### config.mk
export PLATFORM = sky130hd
export DESIGN_NAME = tsc_ram
export DESIGN_NICKNAME = d
export VERILOG_FILES = /design/src/hdl/tsc_ram.sv
export SDC_FILE = /design/constraint.sdc
export NUM_CORES = 1
export LEC_CHECK = 0
export BUFFER_PORTS_ARGS = -buffer_cell sky130_fd_sc_hd__buf_2
export CAP_MARGIN = 15
export CORE_MARGIN = 4
export CORE_UTILIZATION = 30
export CTS_BUF_LIST = sky130_fd_sc_hd__clkbuf_16
export CTS_CLUSTER_SIZE = 40
export DETAILED_ROUTE_END_ITERATION = 16
export GPL_ROUTABILITY_DRIVEN = 0
export HOLD_SLACK_MARGIN = 0.02
export PLACE_DENSITY = 0.52
export SYNTH_ARGS = -nofsm -noshare
export SYNTH_HDL_FRONTEND = slang
export SYNTH_SLANG_ARGS = --single-unit
### constraint.sdc
create_clock -name clock -period 4.05 [get_ports clock]
set_clock_uncertainty 0.15 [all_clocks]
set_input_delay 0.81 -clock clock [delete_from_list [all_inputs] [get_ports clock]]
set_output_delay 0.81 -clock clock [all_outputs]
set_load 0.02 [all_outputs]
### src/hdl/tsc_ram.sv
// ----------------------------------------------------------------------------
// tsc_ram: generic simple dual-port RAM
// One write port, one read port with registered read data.
// ----------------------------------------------------------------------------
`timescale 1ns / 1ps

module tsc_ram #(
   parameter int WIDTH = 32,
   parameter int DEPTH = 16
) (
   input  logic                                   clock,
   input  logic                                   wr_en,
   input  logic [(DEPTH > 1 ? $clog2(DEPTH) : 1)-1:0] wr_addr,
   input  logic [WIDTH-1:0]                       wr_data,
   input  logic                                   rd_en,
   input  logic [(DEPTH > 1 ? $clog2(DEPTH) : 1)-1:0] rd_addr,
   output logic [WIDTH-1:0]                       rd_data
);

   logic [WIDTH-1:0] mem_ff [DEPTH];
   logic [WIDTH-1:0] rd_data_ff;

   always_ff @(posedge clock) begin
      if (wr_en) begin
         mem_ff[wr_addr] <= wr_data;
      end
      if (rd_en) begin
         rd_data_ff <= mem_ff[rd_addr];
      end
   end

   assign rd_data = rd_data_ff;

endmodule

==> results.yml, run 1 <==
final_layout:
  ff_latch_area_mm2: 0.0163
  area.growth.synth_to_final_pct: 17.3
  layout-drive-gt1-share_pct: 34.2
  multi_input_area_mm2: 0.00376
  net_count_final: 1000
  filler_cells: 6062
die:
  boundaryPins: 75
  std_cell_rows: 94
  fp.dieArea_mm2: 0.0715
  die_h_um: 267
  floorplan.core_area_mm2: 0.0662
  start_util_pct: 30.5
  floorplan.die.width_um: 267
power_and_ir_drop:
  report.power.total_mw: 11.9
  power_density_mw_per_mm2: 504
  leakagePower_nw: 7.48
  vdd.ir_drop.worst_v: 0.000271
synth:
  netlist_area_mm2: 0.0202
  synth.largest_area_cell: "edfxtp_1"
  postSynthRegisterBits: 544
  ys_warn_count: 0
  syn_nets: 881
  compound_gate_fraction_of_synth_area_pct: 2.38
  area_share_of_the_largest_cell_type_after_synthesis_pct: 81.0
  synth_adder_area_share_pct: 0
  synth_seq_area_share_pct: 81.0
  yosys.area_share.xor_xnor_pct: 0
  synth_simple_gate_area_share_pct: 1.25
  synth.area.top_cells: "edfxtp_1 (81%), mux4_2 (14%), a22oi_1 (2.4%), nand2_1 (0.61%), buf_4 (0.41%)"
  syn_area_per_cell_um2: 24.1
  ys_types: 17
  post_synthesis_mux_area_share_pct: 14.3
  post_synth_inst_count: 838
  largest_family_of_logic_cells_by_synthesized_area: "multiplexers"
global_route:
  grt_first_pass_wirelength_um: 69500
  grt_util_all_layers_pct: 13.4
  globalRouteOverflowTotal: 0
  grt_pass1_vias: 9834
  grt_start_max_net_pins: 36
  grt_antenna_before_repair: 5
cts:
  cts_num_sinks: 544
  cts-root-to-sink-buffers: 3
  cts_hold_buffers: 0
  postCtsSetupRepairBufs: 0
  post_cts.resized_instances: 0
  cts_root_buffer: "clkbuf_16"
  worstSkewPairLatency_ns: 0.60
  cts.reportedPaths.clkPinSlew_ns: 0.06
  tritoncts.num_buffers: 53
  cts_htree_levels: 2
  cts_tree: "done"
critical_path:
  timing.critical_path.from_type: "input port"
  critical_path.reg2reg.endpoint: "rd_data[4]$_DFFE_PP_"
  crit_chain: "clkbuf_8 -> buf_12 -> mux4_2 -> a22oi_1 -> nand2_1"
  cpMaxStageDelayCell: "mux4_2"
  critPathTopFamily: "buffers and inverters"
  cp_num_cells: 5
  worst-endpoint-required_ns: 4.24
  critical_path.startpoint: "rd_addr[0]"
  critical_path.endpoint_type: "flop"
  crit_buf_inv: 2
  timing.critical_path.arrival_ns: 2.43
  ff2ff_setup_slack_ns: 2.43
  setup.worst_path.class: "input port to flop"
  crit_end: "rd_data[5]$_DFFE_PP_"
  startpoint_of_the_worst_register_to_register_path: "mem_ff[11][4]$_DFFE_PP_"
  r2r.worst_path.cells: 3
  largest_stage_delay_on_the_critical_path_ns: 0.55
  timing.critical_path.fanout_max: 34
sta:
  worst-slew-pin-transition_ns: 0.821
  finalSetupViolations: 0
  rsz_0062_raised_after_global_routing: "false"
  final.setup.worst_slack_ns: 1.81
  final.setup.tns_ns: 0
  finalCritPeriodShare_pct: 55.4
  hold_violations: 0
  achievable-frequency_ghz: 0.446
  fin_max_slew_vios: 0
  fin_crit_ns: 2.24
  slew-limit-headroom_pct: 45.1
drt:
  vias_per_cell: 4.88
  route.detailed.wl_per_inst_um: 25.5
  totalWireLength_um: 47600
  via_count: 9114
  drt_pre_antenna_iters: 5
  detail-route-antenna-nets: 0
  drt_iter0_drc: 846
  drcViolationCount: 0
place:
  place.detailed.hpwl_um: 23900
  dpl_worst_slack_ns: 1.15
  port_buffers: 74
worst_hold_path:
  hold_path_class: "input port to flop"
run_status:
  run_status: "finished clean"
flow_run:
  drv.max_cap_violation_count: 0
## layer usage
layer  GRT usage [%]  part of all wire, %  vias to the layer above
met3            3.05                  6.0                       73
met5               0                0.080                        -
met4            3.27                  1.9                        8
met2            21.5                   48                      237
li1                -                    -                     3847
met1            18.8                   45                     4949
## through the flow
| stage | instance area, um2 | util [%] | hold slack, ns | instances |
|---|---|---|---|---|
| after floorplan | 20200 | - | 0.560 | 838 |
| after global placement | 21900 | 33.1 | 0.578 | 1766 |
| after detailed placement | 21900 | 33.1 | 0.588 | 1766 |
| after CTS | 23700 | 35.7 | 0.396 | 1865 |
| after global routing | 23700 | 35.7 | 0.412 | 1865 |
| final | 23700 | 35.7 | 0.434 | 1866 |
## layout by cell type (no fill, tap or decap), types with 3 or more instances in the layout
cell type	n
nor3_2	3
bufinv_16	6
mux4_2	128
inv_1	7
a22oi_1	64
buf_2	72
clkinv_2	19
nand2_1	33
nor2_4	13
inv_6	3
clkinv_1	6
edfxtp_1	544
clkbuf_16	55
buf_4	26
buf_12	8
## worst register-to-register path: cells and delay by family, from the launching register on
kind	cells	cell delay [ns]
muxes	1	0.47
DFF	1	0.36
AOI/OAI and AO/OA	1	0.22
and+or+nand+nor	1	0.14
## Yosys cell counts
library cell,instances
edfxtp_1,544
mux4_2,128
a22oi_1,64
nand2_1,33
clkbuf_1,17
nor2_1,13
buf_4,11
buf_1,9
buf_2,4
nor3_1,4
buf_6,2
nand2b_1,2
nand3b_1,2
nor2b_1,2
and2_1,1
nand3_1,1
or3b_2,1
## flip-flops by register name, indices dropped and copies added (netlist names)
| name | count |
|---|---|
| rd_data | 32 |
| mem_ff | 512 |
## area by class of cell
| type | instances | share of cell area, % |
|---|---|---|
| diodes | 1 | 0.0106 |
| clock inverters | 44 | 1.58 |
| multi-input cells | 251 | 15.9 |
| flip-flops and latches | 544 | 69.1 |
| well taps | 864 | 4.57 |
| repair buffers | 107 | 3.08 |
| clock buffers | 55 | 5.82 |
## where the power goes
part / switching [mW] / internal (mW) / leakage [nW]
logic: 0.363 / 0.229 / 1.64
registers: 0.0363 / 6.34 / 4.94
clock network: 2.09 / 2.85 / 0.902
total: 2.49 / 9.42 / 7.48
## kinds of logic (layout without fill, tap and decap cells)
kind of cell	Yosys count	in the layout
other	0	1
muxes	128	128
buffers and inverters	43	206
and+or+nand+nor	59	59
AOI/OAI and AO/OA	64	64
DFF	544	544
## worst min path at each step
| stage | from | to | slack (ns) | depth (start not counted) |
|---|---|---|---|---|
| 2_1_floorplan | mem_ff[14][0]$_DFFE_PP_ | rd_data[0]$_DFFE_PP_ | 0.56 | 3 |
| 3_3_place_gp | mem_ff[14][11]$_DFFE_PP_ | rd_data[11]$_DFFE_PP_ | 0.58 | 3 |
| 4_1_cts | wr_data[20] | mem_ff[12][20]$_DFFE_PP_ | 0.40 | 1 |
| 6_report | wr_data[13] | mem_ff[0][13]$_DFFE_PP_ | 0.43 | 1 |
| 5_1_grt | wr_data[11] | mem_ff[5][11]$_DFFE_PP_ | 0.41 | 1 |
| 3_5_place_dp | mem_ff[14][22]$_DFFE_PP_ | rd_data[22]$_DFFE_PP_ | 0.59 | 3 |
Power figures use the tool's default switching activity.
==> run 2: changes to the inputs <==
- clock period: 4.05 -> 2 ns (I/O delays scaled with it)
==> run 2 against run 1 <==
  * Cell count is 3.5% higher
  * Worst setup slack worse by 1.6 ns
  * Design area is 3.9% higher
  * Worst hold slack worse by 0.38 ns
  * Clock-buffer cell count stayed put
  * Clock power is 96% higher
  * Via count is 2.6% higher
==> results.yml, run 2 (synthesis gave the netlist of run 1 again) <==
critical_path:
  critical_path.endpoint_type: "output port"
  setup.worst_path.class: "flop to output port"
  critPathTopFamily: "flip-flops"
  crit_chain: "buf_2"
  critical_path.reg2reg.endpoint: "rd_data[15]$_DFFE_PP_"
  timing.critical_path.arrival_ns: 1.29
  cpMaxStageDelayCell: "edfxtp_1"
  largest_stage_delay_on_the_critical_path_ns: 0.49
  worst-endpoint-required_ns: 1.45
  crit_buf_inv: 1
  timing.critical_path.from_type: "flop"
  timing.critical_path.fanout_max: 1
  r2r.worst_path.cells: 3
  ff2ff_setup_slack_ns: 0.38
  startpoint_of_the_worst_register_to_register_path: "mem_ff[11][15]$_DFFE_PP_"
sta:
  fin_max_slew_vios: 0
  worst-slew-pin-transition_ns: 1.10
  slew-limit-headroom_pct: 26.5
  fin_crit_ns: 1.84
  rsz_0062_raised_after_global_routing: "false"
  finalSetupViolations: 0
  achievable-frequency_ghz: 0.544
  hold_violations: 0
  final.setup.tns_ns: 0
  finalCritPeriodShare_pct: 91.9
die:
  floorplan.core_area_mm2: 0.0662
  boundaryPins: 75
  std_cell_rows: 94
  fp.dieArea_mm2: 0.0715
  die_h_um: 267
  floorplan.die.width_um: 267
  start_util_pct: 30.5
cts:
  cts_num_sinks: 544
  worstSkewPairLatency_ns: 0.59
  cts-root-to-sink-buffers: 3
  postCtsSetupRepairBufs: 0
  cts_htree_levels: 2
  tritoncts.num_buffers: 55
  cts_tree: "done"
  cts_root_buffer: "clkbuf_16"
  cts_hold_buffers: 25
  cts.reportedPaths.clkPinSlew_ns: 0.06
  post_cts.resized_instances: 0
place:
  port_buffers: 74
  place_inst: 1805
  place.detailed.hpwl_um: 26700
  placed_cell_area_mm2: 0.0226
flow_run:
  drv.max_cap_violation_count: 0
worst_hold_path:
  hold_path_class: "input port to flop"
  min-delay-start: "wr_data[1]"
  hold_path_depth: 1
  hold_end: "mem_ff[8][1]$_DFFE_PP_"
final_layout:
  final_core_util_pct: 37.1
  final_cell_count_no_fill: 1931
  most_frequent_standard_cell_in_the_layout_excluding_fill_and_tap_cells: "edfxtp_1"
  finish.instance_area_mm2: 0.0246
  net_count_final: 1066
  registers.top_by_ff_count: "mem_ff"
  mostFrequentLayoutCells: "edfxtp_1 (544), mux4_2 (128), buf_2 (72)"
  largest_reg_flops: 512
  area.growth.synth_to_final_pct: 21.9
  layout-drive-gt1-share_pct: 34.2
global_route:
  grt_pass1_vias: 10200
  grt_first_pass_wirelength_um: 69400
  grt_util_all_layers_pct: 13.2
  grt_antenna_before_repair: 2
  globalRouteOverflowTotal: 0
  grt_start_max_net_pins: 36
power_and_ir_drop:
  power_density_mw_per_mm2: 975
  leakagePower_nw: 7.88
  report.power.total_mw: 24.0
  vdd.ir_drop.worst_v: 0.000629
drt:
  drt_iter0_drc: 778
  drcViolationCount: 0
  totalWireLength_um: 46800
  vias_per_cell: 4.84
  route.detailed.wl_per_inst_um: 24.2
  drt_pre_antenna_iters: 5
  detail-route-antenna-nets: 0
  via_count: 9352
run_status:
  run_status: "finished clean"
[run 2: cell count changes in the layout (fill, tap and decap cells not counted), sizes merged]
cell         previous run  this run
buf                   106       145
bufinv                  6         5
clkinv                 26        24
clkinvlp                2         0
diode                   1         2
dlygate4sd3             0        25
inv                    10        15
[run 2: per-layer routing]
layer	vias to the layer above	GRT usage (%)	share of wire, %
met5	-	0	0
met4	0	2.83	1.5
li1	3986	-	-
met2	219	21.2	48
met3	50	2.68	5.2
met1	5097	18.9	45
[run 2: how the worst max path moves through the flow]
stage                                   endpoint                  start  slack [ns]  cells past startpoint
after floorplan           mem_ff[1][0]$_DFFE_PP_             wr_addr[2]       -0.24                      2
after global placement      rd_data[2]$_DFFE_PP_             rd_addr[2]       -0.25                      5
after detailed placement   rd_data[29]$_DFFE_PP_             rd_addr[2]       -0.27                      5
after CTS                            rd_data[20]  rd_data[20]$_DFFE_PP_        0.12                      1
after global routing                 rd_data[18]  rd_data[18]$_DFFE_PP_        0.11                      1
final                                rd_data[18]  rd_data[18]$_DFFE_PP_        0.16                      1
[run 2: final cells by class]
| class | instances | area, um2 |
|---|---|---|
| Fill cell | 5967 | 41600 |
| Clock inverter | 44 | 315 |
| Tap cell | 864 | 1080 |
| Antenna cell | 2 | 5.00 |
| Multi-Input combinational cell | 251 | 3780 |
| Sequential cell | 544 | 16300 |
| Clock buffer | 55 | 1380 |
| Timing Repair Buffer | 171 | 1700 |
[run 2: worst reg2reg max path: cells and delay by family, from the launching register on]
| kind | cells | cell delay, ns |
|---|---|---|
| compound gates | 1 | 0.24 |
| flops | 1 | 0.38 |
| simple gates | 1 | 0.11 |
| mux | 1 | 0.48 |
[run 2: power breakdown]
group / total [mW] / internal [mW] / switching, mW
logic: 1.35 / 0.583 / 0.771
clock network: 9.69 / 5.60 / 4.09
registers: 12.9 / 12.8 / 0.0751
[run 2: metrics by stage]
step                      worst slack, ns  hold slack, ns
after floorplan                    -0.240           0.349
after global placement             -0.254           0.576
after detailed placement           -0.275           0.580
after CTS                           0.124          0.0205
after global routing                0.112          0.0340
final                               0.162          0.0510
==> run 3: changes to the inputs <==
- BUFFER_PORTS_ARGS: -buffer_cell sky130_fd_sc_hd__buf_2 -> not set
- DONT_BUFFER_PORTS: not set -> 1
- PLACE_DENSITY: 0.52 -> 0.5
- clock period: 2 -> 2.25 ns (I/O delays scaled with it)
==> run 3 against run 2 <==
  * Sequential share of layout area is 2.9 points higher
  * Die area stayed put
  * Worst setup slack better by 0.33 ns
  * Power is 13% lower
  * Design area is 4.1% lower
  * Clock-buffer cell count is 1 higher
  * Sequential cell count stayed put
  * Worst hold slack better by 0.033 ns
  * Utilization is 1.5 points lower
  * Via count is 5.1% lower
  * Critical endpoint is now rd_data[17]
  * Largest cell class unchanged
  * Largest power group unchanged
==> results.yml, run 3 (synthesis gave the netlist of run 1 again) <==
power_and_ir_drop:
  pwr-share-comb_pct: 3.9
  seqPwrFrac_pct: 55.7
  cell_internal_power_mw: 16.5
  power.switching_fraction_pct: 20.5
  share_clk_of_total_power_pct: 40.4
  leakagePower_nw: 7.25
  vdd.ir_drop.worst_v: 0.000514
  report.power.total_mw: 20.8
  power_density_mw_per_mm2: 881
  switching_power_mw: 4.26
die:
  std_cell_rows: 94
  fp.dieArea_mm2: 0.0715
  die_h_um: 267
  floorplan.die.width_um: 267
  boundaryPins: 75
  floorplan.core_area_mm2: 0.0662
  start_util_pct: 30.5
sta:
  hold_violations: 0
  finalCritPeriodShare_pct: 77.9
  achievable-frequency_ghz: 0.570
  finalSetupViolations: 0
  rsz_0062_raised_after_global_routing: "false"
  hold_slack_ns: 0.0837
  fin_crit_ns: 1.75
  final.setup.worst_slack_ns: 0.496
  worst-slew-pin-transition_ns: 0.963
  fin_max_slew_vios: 0
  slew-limit-headroom_pct: 35.7
final_layout:
  area.growth.synth_to_final_pct: 16.8
  final_core_util_pct: 35.6
  layout-drive-gt1-share_pct: 25.5
  registers.top_by_ff_count: "mem_ff"
  net_count_final: 949
  most_frequent_standard_cell_in_the_layout_excluding_fill_and_tap_cells: "edfxtp_1"
  filler_cells: 6055
  largest_reg_flops: 512
  ff_latch_area_mm2: 0.0163
  mostFrequentLayoutCells: "edfxtp_1 (544), mux4_2 (128), a22oi_1 (64)"
  multi_input_area_mm2: 0.00378
run_status:
  run_status: "finished clean"
drt:
  drt_pre_antenna_iters: 4
  route.detailed.wl_per_inst_um: 24.8
  vias_per_cell: 4.88
  via_count: 8873
  drt_iter0_drc: 739
  drcViolationCount: 0
  totalWireLength_um: 45100
  detail-route-antenna-nets: 0
worst_hold_path:
  min-delay-start: "rd_en"
  hold_path_class: "input port to flop"
  hold_path_depth: 1
  hold_end: "rd_data[24]$_DFFE_PP_"
place:
  dpl_worst_slack_ns: 0.217
  place.detailed.hpwl_um: 21900
  port_buffers: 0
global_route:
  grt_antenna_before_repair: 4
  grt_first_pass_wirelength_um: 66100
  globalRouteOverflowTotal: 0
  grt_pass1_vias: 9350
  grt_util_all_layers_pct: 12.7
  grt_start_max_net_pins: 129
critical_path:
  ff2ff_setup_slack_ns: 0.64
  critical_path.reg2reg.endpoint: "rd_data[14]$_DFFE_PP_"
  timing.critical_path.fanout_max: 1
  critical_path.endpoint_type: "output port"
  setup.worst_path.class: "flop to output port"
  timing.critical_path.from_type: "flop"
  worst-endpoint-required_ns: 1.65
  startpoint_of_the_worst_register_to_register_path: "mem_ff[11][14]$_DFFE_PP_"
  timing.critical_path.arrival_ns: 1.15
  r2r.worst_path.cells: 3
cts:
  cts_hold_buffers: 33
  cts_num_sinks: 544
  tritoncts.num_buffers: 56
  postCtsSetupRepairBufs: 0
  cts-root-to-sink-buffers: 3
  cts_htree_levels: 2
  cts_tree: "done"
  cts.reportedPaths.clkPinSlew_ns: 0.06
  cts_root_buffer: "clkbuf_16"
  post_cts.resized_instances: 0
  worstSkewPairLatency_ns: 0.60
flow_run:
  drv.max_cap_violation_count: 0
==> run 3: area by class of cell <==
cell class	count	share of cell area, %
clock buffer	56	5.95
tap	864	4.59
sequential	544	69.3
antenna	4	0.0425
multi-input combinational	251	16.0
clock inverter	45	1.08
timing repair buffer	53	3.02
==> run 3: power groups by stage <==
stage                     logic [mW]  registers (mW)  clock network, mW
after global routing           0.870            11.6               9.11
after floorplan                0.548            11.7                  0
after detailed placement       0.629            11.8                  0
after global placement         0.625            11.8                  0
after CTS                      0.819            11.6               8.66
final                          0.801            11.6               8.40
==> run 3: worst max-delay path by stage <==
stage,from,cells after the start,slack [ns],endpoint
3_5_place_dp,rd_addr[3],4,0.22,rd_data[2]$_DFFE_PP_
3_3_place_gp,rd_addr[3],4,0.26,rd_data[22]$_DFFE_PP_
6_report,rd_data[17]$_DFFE_PP_,0,0.50,rd_data[17]
4_1_cts,rd_data[17]$_DFFE_PP_,0,0.41,rd_data[17]
2_1_floorplan,wr_addr[2],2,-0.38,mem_ff[10][0]$_DFFE_PP_
5_1_grt,rd_data[17]$_DFFE_PP_,0,0.38,rd_data[17]
==> run 3: metal layers <==
| metal | part of all wire (%) | GRT usage [%] |
|---|---|---|
| met2 | 47 | 19.5 |
| met1 | 45 | 18.5 |
| met3 | 5.8 | 2.56 |
| met4 | 2.0 | 3.61 |
| met5 | 0.029 | 0 |
==> run 3: metrics by stage <==
| stage | cells | TNS (ns) | instance area [um2] |
|---|---|---|---|
| CTS | 1813 | 0 | 23600 |
| global placement | 1679 | 0 | 21600 |
| global route | 1814 | 0 | 23600 |
| detailed placement | 1679 | 0 | 21600 |
| finish | 1817 | 0 | 23600 |
| floorplan | 838 | -125.44 | 20200 |
